**config.mk**
```make
export PLATFORM = sky130hd
export DESIGN_NAME = stuffed_byte_framer_crc16_unit
export DESIGN_NICKNAME = d
export VERILOG_FILES = /design/src/sbf_pkg.sv /design/src/sbf_crc.sv /design/src/sbf_expand.sv /design/src/stuffed_byte_framer_crc16_unit.sv
export SDC_FILE = /design/constraint.sdc
export NUM_CORES = 1
export LEC_CHECK = 0
export ABC_AREA = 1
export BUFFER_PORTS_ARGS = -buffer_cell sky130_fd_sc_hd__buf_2
export CAP_MARGIN = 40
export CORE_MARGIN = 4
export CORE_UTILIZATION = 35
export DETAILED_ROUTE_END_ITERATION = 16
export GPL_TIMING_DRIVEN = 0
export HOLD_SLACK_MARGIN = 0.03
export PLACE_DENSITY = 0.63
export SLEW_MARGIN = 20
export SYNTH_ARGS = -nofsm -noshare
export SYNTH_HDL_FRONTEND = slang
export SYNTH_SLANG_ARGS = --single-unit
```
**constraint.sdc**
```tcl
create_clock -name clock -period 2.7 [get_ports clock]
set_clock_uncertainty 0.1 [all_clocks]
set_input_delay 0.135 -clock clock [delete_from_list [all_inputs] [get_ports clock]]
set_output_delay 0.135 -clock clock [all_outputs]
set_load 0.1 [all_outputs]
```
**src/sbf_pkg.sv**
```systemverilog
`timescale 1ns / 1ps
// ----------------------------------------------------------------------------
// sbf_pkg
// Shared types, codes and the CRC-16 byte update for the stuffed byte framer.
// ----------------------------------------------------------------------------
package sbf_pkg;

   // Action codes carried on the request tuser.
   typedef enum logic [1:0] {
      ACT_DATA    = 2'd0,
      ACT_COMMAND = 2'd1,
      ACT_END     = 2'd2,
      ACT_CRC     = 2'd3
   } sbf_action_type;

   // Configuration register indexes.
   localparam logic [1:0] REG_ESCAPE_CODE   = 2'd0;
   localparam logic [1:0] REG_COMMAND_CODE  = 2'd1;
   localparam logic [1:0] REG_ESCAPE_OFFSET = 2'd2;
   localparam logic [1:0] REG_CRC_START     = 2'd3;

   // Register reset values.
   localparam logic [7:0]  ESCAPE_CODE_RESET   = 8'hA5;
   localparam logic [7:0]  COMMAND_CODE_RESET  = 8'hA5;
   localparam logic [7:0]  ESCAPE_OFFSET_RESET = 8'h80;
   localparam logic [15:0] CRC_START_RESET     = 16'h0000;

   localparam logic [7:0]  XOFF_BYTE = 8'h13;
   localparam logic [15:0] CRC_POLY  = 16'hA001;

   // Framing registers seen by the expander.
   typedef struct packed {
      logic [7:0] escape_code;
      logic [7:0] command_code;
      logic [7:0] escape_offset;
   } sbf_cfg_type;

   // One transmitted byte.
   typedef struct packed {
      logic [7:0] tx_byte;
      logic       last;
   } sbf_byte_type;

   // Reflected CRC-16 over one byte, least significant bit first.
   function automatic logic [15:0] crc16_byte(input logic [15:0] crc,
                                              input logic [7:0]  data);
      logic [15:0] c;
      c = crc ^ {8'h00, data};
      for (int k = 0; k < 8; k++) begin
         c = (c >> 1) ^ (c[0] ? CRC_POLY : 16'h0000);
      end
      return c;
   endfunction

endpackage

```
**src/sbf_crc.sv**
```systemverilog
`timescale 1ns / 1ps
// ----------------------------------------------------------------------------
// sbf_crc
// Running CRC-16 over every byte entering the result register.
// ----------------------------------------------------------------------------
module sbf_crc
   import sbf_pkg::*;
(
   input  logic        clock,
   input  logic        reset,
   input  logic        load,
   input  logic [15:0] load_value,
   input  logic        push,
   input  logic [7:0]  push_byte,
   output logic [15:0] crc
);

   logic [15:0] crc_ff;
   logic [15:0] crc_in;

   always_comb begin
      crc_in = crc_ff;
      if (load) begin
         crc_in = load_value;
      end else if (push) begin
         crc_in = crc16_byte(crc_ff, push_byte);
      end
   end

   always_ff @(posedge clock) begin
      if (reset) begin
         crc_ff <= CRC_START_RESET;
      end else begin
         crc_ff <= crc_in;
      end
   end

   assign crc = crc_ff;

endmodule

```
**src/sbf_expand.sv**
```systemverilog
`timescale 1ns / 1ps
// ----------------------------------------------------------------------------
// sbf_expand
// Item register and byte expander: one or two framed bytes per action.
// ----------------------------------------------------------------------------
module sbf_expand
   import sbf_pkg::*;
(
   input  logic           clock,
   input  logic           reset,
   input  logic           in_valid,
   output logic           in_ready,
   input  sbf_action_type in_action,
   input  logic [7:0]     in_value,
   input  sbf_cfg_type    cfg,
   input  logic [15:0]    crc,
   input  logic           out_ready,
   output logic           out_valid,
   output sbf_byte_type   out_byte
);

   typedef enum logic [1:0] {
      PH_FIRST  = 2'b01,
      PH_SECOND = 2'b10
   } sbf_phase_type;

   logic           item_valid_ff, item_valid_in;
   sbf_action_type action_ff;
   logic [7:0]     value_ff;
   sbf_phase_type  phase_ff, phase_in;
   logic [7:0]     pending_ff;

   logic       escaped;
   logic       single;
   logic [7:0] first_byte;
   logic [7:0] second_byte;
   logic       push;
   logic       done;
   logic       accept;

   assign escaped = (value_ff == cfg.escape_code) || (value_ff == XOFF_BYTE);

   always_comb begin
      single      = 1'b0;
      first_byte  = cfg.escape_code;
      second_byte = cfg.escape_offset;
      case (action_ff)
         ACT_DATA: begin
            single      = !escaped;
            first_byte  = escaped ? cfg.escape_code : value_ff;
            second_byte = value_ff + cfg.escape_offset;
         end
         ACT_COMMAND: begin
            first_byte  = cfg.command_code;
            second_byte = value_ff;
         end
         ACT_END: begin
            first_byte  = cfg.escape_code;
            second_byte = cfg.escape_offset;
         end
         ACT_CRC: begin
            // take both bytes from the CRC held before this item
            first_byte  = crc[7:0];
            second_byte = crc[15:8];
         end
         default: begin
            first_byte = cfg.escape_code;
         end
      endcase
   end

   assign out_valid = item_valid_ff;
   assign push      = item_valid_ff && out_ready;
   assign done      = push && ((phase_ff == PH_SECOND) || single);
   assign in_ready  = !item_valid_ff || done;
   assign accept    = in_valid && in_ready;

   always_comb begin
      out_byte.tx_byte = (phase_ff == PH_SECOND) ? pending_ff : first_byte;
      out_byte.last    = (phase_ff == PH_SECOND) || single;
   end

   always_comb begin
      item_valid_in = item_valid_ff;
      phase_in      = phase_ff;
      if (done) begin
         item_valid_in = 1'b0;
         phase_in      = PH_FIRST;
      end else if (push) begin
         phase_in = PH_SECOND;
      end
      if (accept) begin
         item_valid_in = 1'b1;
         phase_in      = PH_FIRST;
      end
   end

   always_ff @(posedge clock) begin
      if (reset) begin
         item_valid_ff <= 1'b0;
         phase_ff      <= PH_FIRST;
      end else begin
         item_valid_ff <= item_valid_in;
         phase_ff      <= phase_in;
      end
   end

   always_ff @(posedge clock) begin
      if (accept) begin
         action_ff <= in_action;
         value_ff  <= in_value;
      end
      if (push && (phase_ff == PH_FIRST)) begin
         pending_ff <= second_byte;
      end
   end

endmodule

```
**src/stuffed_byte_framer_crc16_unit.sv**
```systemverilog
`timescale 1ns / 1ps
// ----------------------------------------------------------------------------
// stuffed_byte_framer_crc16_unit
// Transmit framer with byte stuffing and a running reflected CRC-16.
// ----------------------------------------------------------------------------
// Usage:
//   req_*  : one item per action; tuser carries the action code, tdata the
//            data or command byte (ignored for end marker and CRC request).
//   rsp_*  : one item per transmitted byte; tlast marks the final byte that
//            an action causes.
//   csr_*  : register writes, always ready; write only while the framer is
//            idle. Writing crc_start presets the running CRC as well.
// Path: an accepted action waits in the expander's item register; its first
//   byte then enters the single result register and shows on rsp, and the
//   second byte follows as the first is taken. A plain data byte yields one
//   byte and every two-byte action two. An action is taken as the last byte
//   of the one before enters the result register, while earlier bytes wait.
// Reset: drops any held action and byte, restores the register reset values
//   and clears the running CRC to the crc_start reset value.
// Stall: while rsp_tready is low the result byte holds, the expander holds
//   its action, and req_tready falls once that action is held.
// ----------------------------------------------------------------------------
module stuffed_byte_framer_crc16_unit
   import sbf_pkg::*;
(
   input  logic        clock,
   input  logic        reset,
   // request stream
   input  logic        req_tvalid,
   output logic        req_tready,
   input  logic [7:0]  req_tdata,   // [7:0] value
   input  logic [1:0]  req_tuser,   // [1:0] action
   // result stream
   output logic        rsp_tvalid,
   input  logic        rsp_tready,
   output logic [7:0]  rsp_tdata,   // [7:0] tx_byte
   output logic        rsp_tlast,
   // register writes
   input  logic        csr_valid,
   output logic        csr_ready,
   input  logic [1:0]  csr_index,
   input  logic [15:0] csr_wdata
);

   sbf_cfg_type  cfg_ff;
   logic         csr_write;
   logic         crc_load;
   logic [15:0]  crc;

   logic         exp_valid;
   sbf_byte_type exp_byte;
   logic         out_ready;
   logic         push;

   logic         rsp_valid_ff;
   sbf_byte_type rsp_byte_ff;

   // Register file: always ready; each write lands in its register.
   assign csr_ready = 1'b1;
   assign csr_write = csr_valid && csr_ready;
   assign crc_load  = csr_write && (csr_index == REG_CRC_START);

   always_ff @(posedge clock) begin
      if (reset) begin
         cfg_ff.escape_code   <= ESCAPE_CODE_RESET;
         cfg_ff.command_code  <= COMMAND_CODE_RESET;
         cfg_ff.escape_offset <= ESCAPE_OFFSET_RESET;
      end else if (csr_write) begin
         case (csr_index)
            REG_ESCAPE_CODE:   cfg_ff.escape_code   <= csr_wdata[7:0];
            REG_COMMAND_CODE:  cfg_ff.command_code  <= csr_wdata[7:0];
            REG_ESCAPE_OFFSET: cfg_ff.escape_offset <= csr_wdata[7:0];
            default: begin
               // crc_start goes straight into the running CRC
            end
         endcase
      end
   end

   // Expander: hold the action, hand out its bytes in order.
   sbf_expand u_expand (
      .clock     (clock),
      .reset     (reset),
      .in_valid  (req_tvalid),
      .in_ready  (req_tready),
      .in_action (sbf_action_type'(req_tuser)),
      .in_value  (req_tdata),
      .cfg       (cfg_ff),
      .crc       (crc),
      .out_ready (out_ready),
      .out_valid (exp_valid),
      .out_byte  (exp_byte)
   );

   // Advance the result register when empty or being taken.
   assign out_ready = !rsp_valid_ff || rsp_tready;
   assign push      = exp_valid && out_ready;

   // Every byte entering the result register updates the CRC.
   sbf_crc u_crc (
      .clock      (clock),
      .reset      (reset),
      .load       (crc_load),
      .load_value (csr_wdata),
      .push       (push),
      .push_byte  (exp_byte.tx_byte),
      .crc        (crc)
   );

   always_ff @(posedge clock) begin
      if (reset) begin
         rsp_valid_ff <= 1'b0;
      end else if (out_ready) begin
         rsp_valid_ff <= exp_valid;
      end
   end

   always_ff @(posedge clock) begin
      if (push) begin
         rsp_byte_ff <= exp_byte;
      end
   end

   assign rsp_tvalid = rsp_valid_ff;
   assign rsp_tdata  = rsp_byte_ff.tx_byte;
   assign rsp_tlast  = rsp_byte_ff.last;

endmodule

```
==> results of run 1 <==
-- placed cells by master (no fill, tap or decap), types with 27 or more instances in the layout --
cell,Yosys,routed
nand2_1,159,138
buf_2,3,47
dfxtp_1,44,44
inv_1,42,41
nand2_2,22,38
nor2_1,35,34
buf_4,2,30
nand3_1,44,30
edfxtp_1,27,27
-- cells in the mapped netlist (all sizes together), types with 4 or more instances --
cell     number  area share
nand2       185        0.20
inv          51       0.048
nand3        47       0.063
dfxtp        44        0.22
nor2         39       0.041
a21oi        30       0.040
edfxtp       27        0.20
o21ai        23       0.030
a31oi        16       0.025
xor2          8       0.020
ha            7       0.022
o22ai         7       0.011
buf           6      0.0085
clkbuf        6      0.0057
o211ai        6       0.011
xnor2         5       0.011
nor3          4      0.0063
o2111ai       4      0.0088
-- registers in the layout, indices dropped and copies added, names as in the netlist --
name	flops
u_expand.pending_ff	8
u_expand.phase_ff	2
rsp_tdata	8
rsp_tlast	1
u_crc.crc	16
u_expand.out_valid	1
cfg_ff	24
u_expand.action_ff	2
u_expand.value_ff	8
rsp_tvalid	1
-- worst max-delay path: cells and delay by family (launching register included) --
family | cells | cell delay [ps]
and+or+nand+nor | 21 | 1910
AOI/OAI and AO/OA | 1 | 110
buffers and inverters | 1 | 180
DFF | 1 | 470
-- metal layers --
| layer | wire length (um) | up-vias | GRT usage | part of all wire |
|---|---|---|---|---|
| li1 | - | 1979 | - | - |
| met1 | 5330 | 1862 | 0.243 | 0.43 |
| met2 | 5870 | 163 | 0.299 | 0.48 |
| met3 | 773 | 30 | 0.0386 | 0.063 |
| met4 | 325 | 0 | 0.0515 | 0.026 |
| met5 | 0 | - | 0 | 0 |
-- cells by family after synthesis --
logic type	after synthesis	synth area share
adders and majority gates	8	0.0271
AOI/OAI and AO/OA	91	0.137
other	1	0.000945
DFF	71	0.426
and+or+nand+nor	279	0.315
buffers and inverters	64	0.0634
xor gates and xnor gates	13	0.0306
-- power by group --
| group | switching (uW) | internal [uW] | leakage [uW] | total (uW) |
|---|---|---|---|---|
| Sequential | 66.2 | 1200 | 0.000619 | 1270 |
| Combinational | 557 | 311 | 0.00158 | 868 |
| Clock | 460 | 1050 | 0.000182 | 1510 |
| Total | 1080 | 2560 | 0.00238 | 3640 |
-- final cells by class --
| class | instances | area share |
|---|---|---|
| multi-input combinational | 393 | 0.413 |
| sequential | 71 | 0.310 |
| timing repair buffer | 98 | 0.128 |
| clock buffer | 11 | 0.0463 |
| inverter | 52 | 0.0367 |
| tap | 140 | 0.0321 |
| clock inverter | 5 | 0.0234 |
| buffer | 12 | 0.0105 |
-- worst paths after layout --
path                                            from                  to  slack, ps
worst max-delay path            u_expand.value_ff[0]        u_crc.crc[0]       -140
worst min-delay path                      req_tvalid  u_expand.out_valid         30
worst max register to register  u_expand.value_ff[0]        u_crc.crc[0]       -140
worst min register to register            cfg_ff[10]          cfg_ff[10]        370
-- what timing repair did --
item,CTS,global route
pin swaps,1,34
hold buffers,25,0
buffers inserted,6,23
setup endpoints to repair,15,6
resized for setup,5,54
cloned,0,1
endpoints found under the hold margin,34,0
-- through the flow --
| stage | total power (uW) | std cells |
|---|---|---|
| floorplan | 1780 | 527 |
| global placement | 1930 | 710 |
| detailed placement | 1960 | 711 |
| CTS | 3490 | 758 |
| global route | 3780 | 782 |
| finish | 3640 | 782 |
==> results.json, run 1 <==
{
  "status": "complete, but fails checks",
  "period_needed_ps": 2840,
  "cpPeakStageDelay_ps": 470,
  "async_flop_share": 0,
  "post-place-ws_ps": -106,
  "worst_slack_ps": -142,
  "finalHoldViolCount": 0,
  "pwr_density_cell_nw_per_um2": 667,
  "grt_max_degree": 13,
  "synth_area_um2": 3970,
  "track_usage": 0.182,
  "multi_input_area_um2": 2250,
  "grt_pass1_wl_mm": 18.8,
  "end_kind": "flop",
  "cts-root-buf": "clkbuf_16",
  "drive_gt1_frac": 0.294,
  "dieArea_um2": 13100,
  "area_growth_pct": 37.6,
  "crit_required_ps": 2860,
  "fill_cells": 1019,
  "nets": 678,
  "ys_ff_latch": 71,
  "cpMostUsedCell": "nand2_2",
  "fmax_ghz": 0.352,
  "cts_sinks": 71,
  "design_area_um2": 5460,
  "ir_drop_mv": 0.327,
  "synthCells": 527,
  "synth_ff_type": "dfxtp_1",
  "drt-vias-per-instance": 5.16,
  "worstHoldPathType": "in -> reg",
  "maxSlewHeadroom": 0.506,
  "finalMaxSlewViolations": 0,
  "synth.distinct_cells": 40,
  "ys_warn_count": 0,
  "critPathMaxFanout": 6,
  "reg2reg_depth": 23,
  "grt_overflow": 0,
  "clk_path_buf_depth": 2,
  "tightest_slew_ps": 737,
  "p_leak_uw": 0.00238,
  "syn_nets": 568,
  "setup_violations": 3,
  "worstPathCellList": "nand2_1, nor3_2, nand4_2, buf_6, nand2_4, nand2_2, nand3_2, nand2_2, nand2_2, nand2_1, nand2_2, nand2_4, nand2_4, nand2_2, nand2_2, nand2_2, nand2_2, nand2_2, nand3_4, nand2_2, nand2_2, nand3_2, a21oi_2",
  "drc": 0,
  "clock_latency_ps": 330,
  "numPortBuffers": 43,
  "regArea_um2": 1690,
  "drtIter0Drc": 229,
  "cts.clk_slew.worst_paths_ps": 60,
  "antenna_found_initial": 0,
  "cap_violations": 0,
  "drt-pass1-iter-count": 5,
  "vias": 4034,
  "num_antenna_cells": 0,
  "core.rowCount": 38,
  "cts-buffers-inserted": 9,
  "synth_edf_count": 27,
  "grt_pass1_vias": 3728,
  "place_area_um2": 4380,
  "start_util": 0.361,
  "place_hpwl_mm": 8.76,
  "cts_tree": "done",
  "die_x_um": 114,
  "tns_ps": -252,
  "synth.avg_cell_area_um2": 7.53,
  "wl_per_cell_um": 15.7,
  "dieHeight_um": 114,
  "whs_ps": 27.6,
  "cts_max_level": 3,
  "period_share": 1.05,
  "cp.arrival_ps": 3010,
  "start_kind": "flop",
  "drt-total-wl_mm": 12.3,
  "core_um2": 11000,
  "io_pins": 45,
  "slowest_stage": "edfxtp_1",
  "fin_util": 0.497,
  "gp_congestion": 0.883,
  "ant_nets": 0,
  "rsz0062_at_grt": "true",
  "yosysSeqAreaShare": 0.426,
  "min_path_cells": 3,
  "critPathKind": "reg -> reg",
  "violations": "negative setup slack"
}
Power figures use the tool's default switching activity.
==> run 2, diff against run 1 <==
--- a/config.mk
+++ b/config.mk
@@ -13,7 +13,7 @@
 export DETAILED_ROUTE_END_ITERATION = 16
 export GPL_TIMING_DRIVEN = 0
 export HOLD_SLACK_MARGIN = 0.03
-export PLACE_DENSITY = 0.63
+export PLACE_DENSITY = 0.61
 export SLEW_MARGIN = 20
 export SYNTH_ARGS = -nofsm -noshare
 export SYNTH_HDL_FRONTEND = slang
==> run 2 against run 1 <==
  * The run still ends with negative setup slack left
  * Hold slack better by 33 ps
  * Maximum frequency grew 3.2%
  * Critical path depth fell by 2
  * Count of clock-buffer cells in the layout increased by 1
  * Design area increased by 4.0%
  * Non-clock buffer count grew 24
  * Sequential power barely moved
==> results.json, run 2 (synthesized netlist as in run 1, its figures left out) <==
{
  "status": "complete, but fails checks",
  "violations": "negative setup slack",
  "rsz0062_at_grt": "true",
  "critPathMaxFanout": 7,
  "final_cell_mix": "133 x nand2_1, 48 x buf_4, 47 x buf_2",
  "place_hpwl_mm": 8.81,
  "gp_congestion": 0.915,
  "pwr_density_cell_nw_per_um2": 606,
  "swShare": 0.321,
  "cp.arrival_ps": 2860,
  "track_usage": 0.195,
  "io_pins": 45,
  "ir_drop_mv": 0.318,
  "whs_ps": 60.9,
  "die_x_um": 114,
  "clock_latency_ps": 340,
  "core_um2": 11000,
  "worst_slack_ps": -55.0,
  "drt-pass1-iter-count": 5,
  "dieArea_um2": 13100,
  "finalMaxSlewViolations": 0,
  "period_share": 1.02,
  "finalHoldViolCount": 0,
  "tns_ps": -60.7,
  "cts-root-buf": "clkbuf_16",
  "grt_pass1_vias": 3874,
  "tightest_slew_ps": 784,
  "nets": 701,
  "layout_commonest_cell": "nand2_1",
  "cts_max_level": 3,
  "grt_max_degree": 13,
  "setup_violations": 3,
  "wl_per_cell_um": 15.7,
  "cts-buffers-inserted": 9,
  "dieHeight_um": 114,
  "p_leak_uw": 0.00250,
  "grt_pass1_wl_mm": 19.6,
  "largest_register_ffs": 24,
  "start_util": 0.361,
  "cts_sinks": 71,
  "worstHoldPathType": "in -> reg",
  "period_needed_ps": 2760,
  "core.rowCount": 38,
  "vias": 4070,
  "antenna_found_initial": 0,
  "post-place-ws_ps": -143,
  "cap_violations": 0,
  "start_kind": "flop",
  "fill_cells": 1029,
  "fmax_ghz": 0.363,
  "crit_required_ps": 2800,
  "ant_nets": 0,
  "critPathKind": "reg -> reg",
  "drive_gt1_frac": 0.329,
  "drtIter0Drc": 281,
  "drc": 0,
  "maxSlewHeadroom": 0.475,
  "grt_overflow": 0,
  "power_uw": 3440,
  "power_switching_uw": 1100,
  "seq_power_share": 0.369,
  "numPortBuffers": 43,
  "drt-vias-per-instance": 5.06,
  "p_clk_frac": 0.351,
  "clk_path_buf_depth": 2,
  "drt-total-wl_mm": 12.6,
  "cts.clk_slew.worst_paths_ps": 60,
  "p_int_uw": 2330,
  "regMostFlops": "cfg_ff",
  "area_growth_pct": 43.1,
  "num_antenna_cells": 0,
  "cts_tree": "done",
  "end_kind": "flop",
  "comb_power_share": 0.280
}
## run 2: changes by cell type in the layout (fill, tap and decap cells not counted), sizes merged
cell,previous run,this run
buf,79,100
bufinv,4,1
clkbuf,17,18
clkinv,1,4
clkinvlp,1,0
dlygate4sd3,25,28
nand2,186,185
## run 2: routing by layer
layer,GRT usage,vias up,part of all wire
met5,0,-,0
met4,0.0808,0,0.020
met3,0.0402,19,0.044
met2,0.316,110,0.48
met1,0.252,1912,0.46
li1,-,2029,-
## run 2: critical path, stage by stage (launching register included)
cell and delay (ps):
edfxtp_1 460, xnor2_2 200, nand2_1 90, nor2_2 180
nand2_4 120, nand2_4 120, buf_6 130, nor2_4 40
o21ai_4 180, nand2_2 110, nand2_2 100, nand2_4 70
nand3_2 80, nand2_2 70, nand2_4 100, nand2_4 70
nand2_4 70, nand3_4 70, nand2_1 70, nand2_1 60
nand3_2 70, a21oi_2 50
## run 2: area by class of cell
type,instances,area (um^2),share of cell area
Timing Repair Buffer,122,906,0.160
Sequential cell,71,1690,0.298
Clock buffer,12,256,0.0452
Multi-Input combinational cell,392,2350,0.414
Clock inverter,4,45.0,0.00794
Buffer,12,57.6,0.0101
Tap cell,140,175,0.0309
Inverter,52,195,0.0344
## run 2: stage by stage
step	instance area, um^2	utilization	instances
after floorplan	3970	-	527
after global placement	4360	0.397	710
after detailed placement	4380	0.398	711
after CTS	5300	0.483	783
after global routing	5670	0.517	805
final	5670	0.517	805
## run 2: repair_timing
action / CTS / global route
pin swaps: 25 / 32
hold buffers: 28 / 0
endpoints found under the hold margin: 44 / 0
endpoints found under the setup margin: 15 / 22
resized for setup: 37 / 45
setup buffers: 28 / 24
cloned: 0 / 0
## run 2: final timing paths
check | start | end | slack (ps) | depth (start not counted)
worst max register to register | u_expand.value_ff[2] | u_crc.crc[0] | -60 | 21
worst min register to register | cfg_ff[15] | cfg_ff[15] | 370 | 2
worst min-delay path | csr_index[1] | cfg_ff[10] | 60 | 4
worst max-delay path | u_expand.value_ff[2] | u_crc.crc[0] | -60 | 21
## run 2: power by group through the flow
stage	Clock (uW)	Combinational, uW	Sequential, uW
2_1_floorplan	0	427	1350
3_3_place_gp	0	650	1290
3_5_place_dp	0	668	1290
4_1_cts	1230	813	1270
5_1_grt	1270	1040	1270
6_report	1210	961	1270
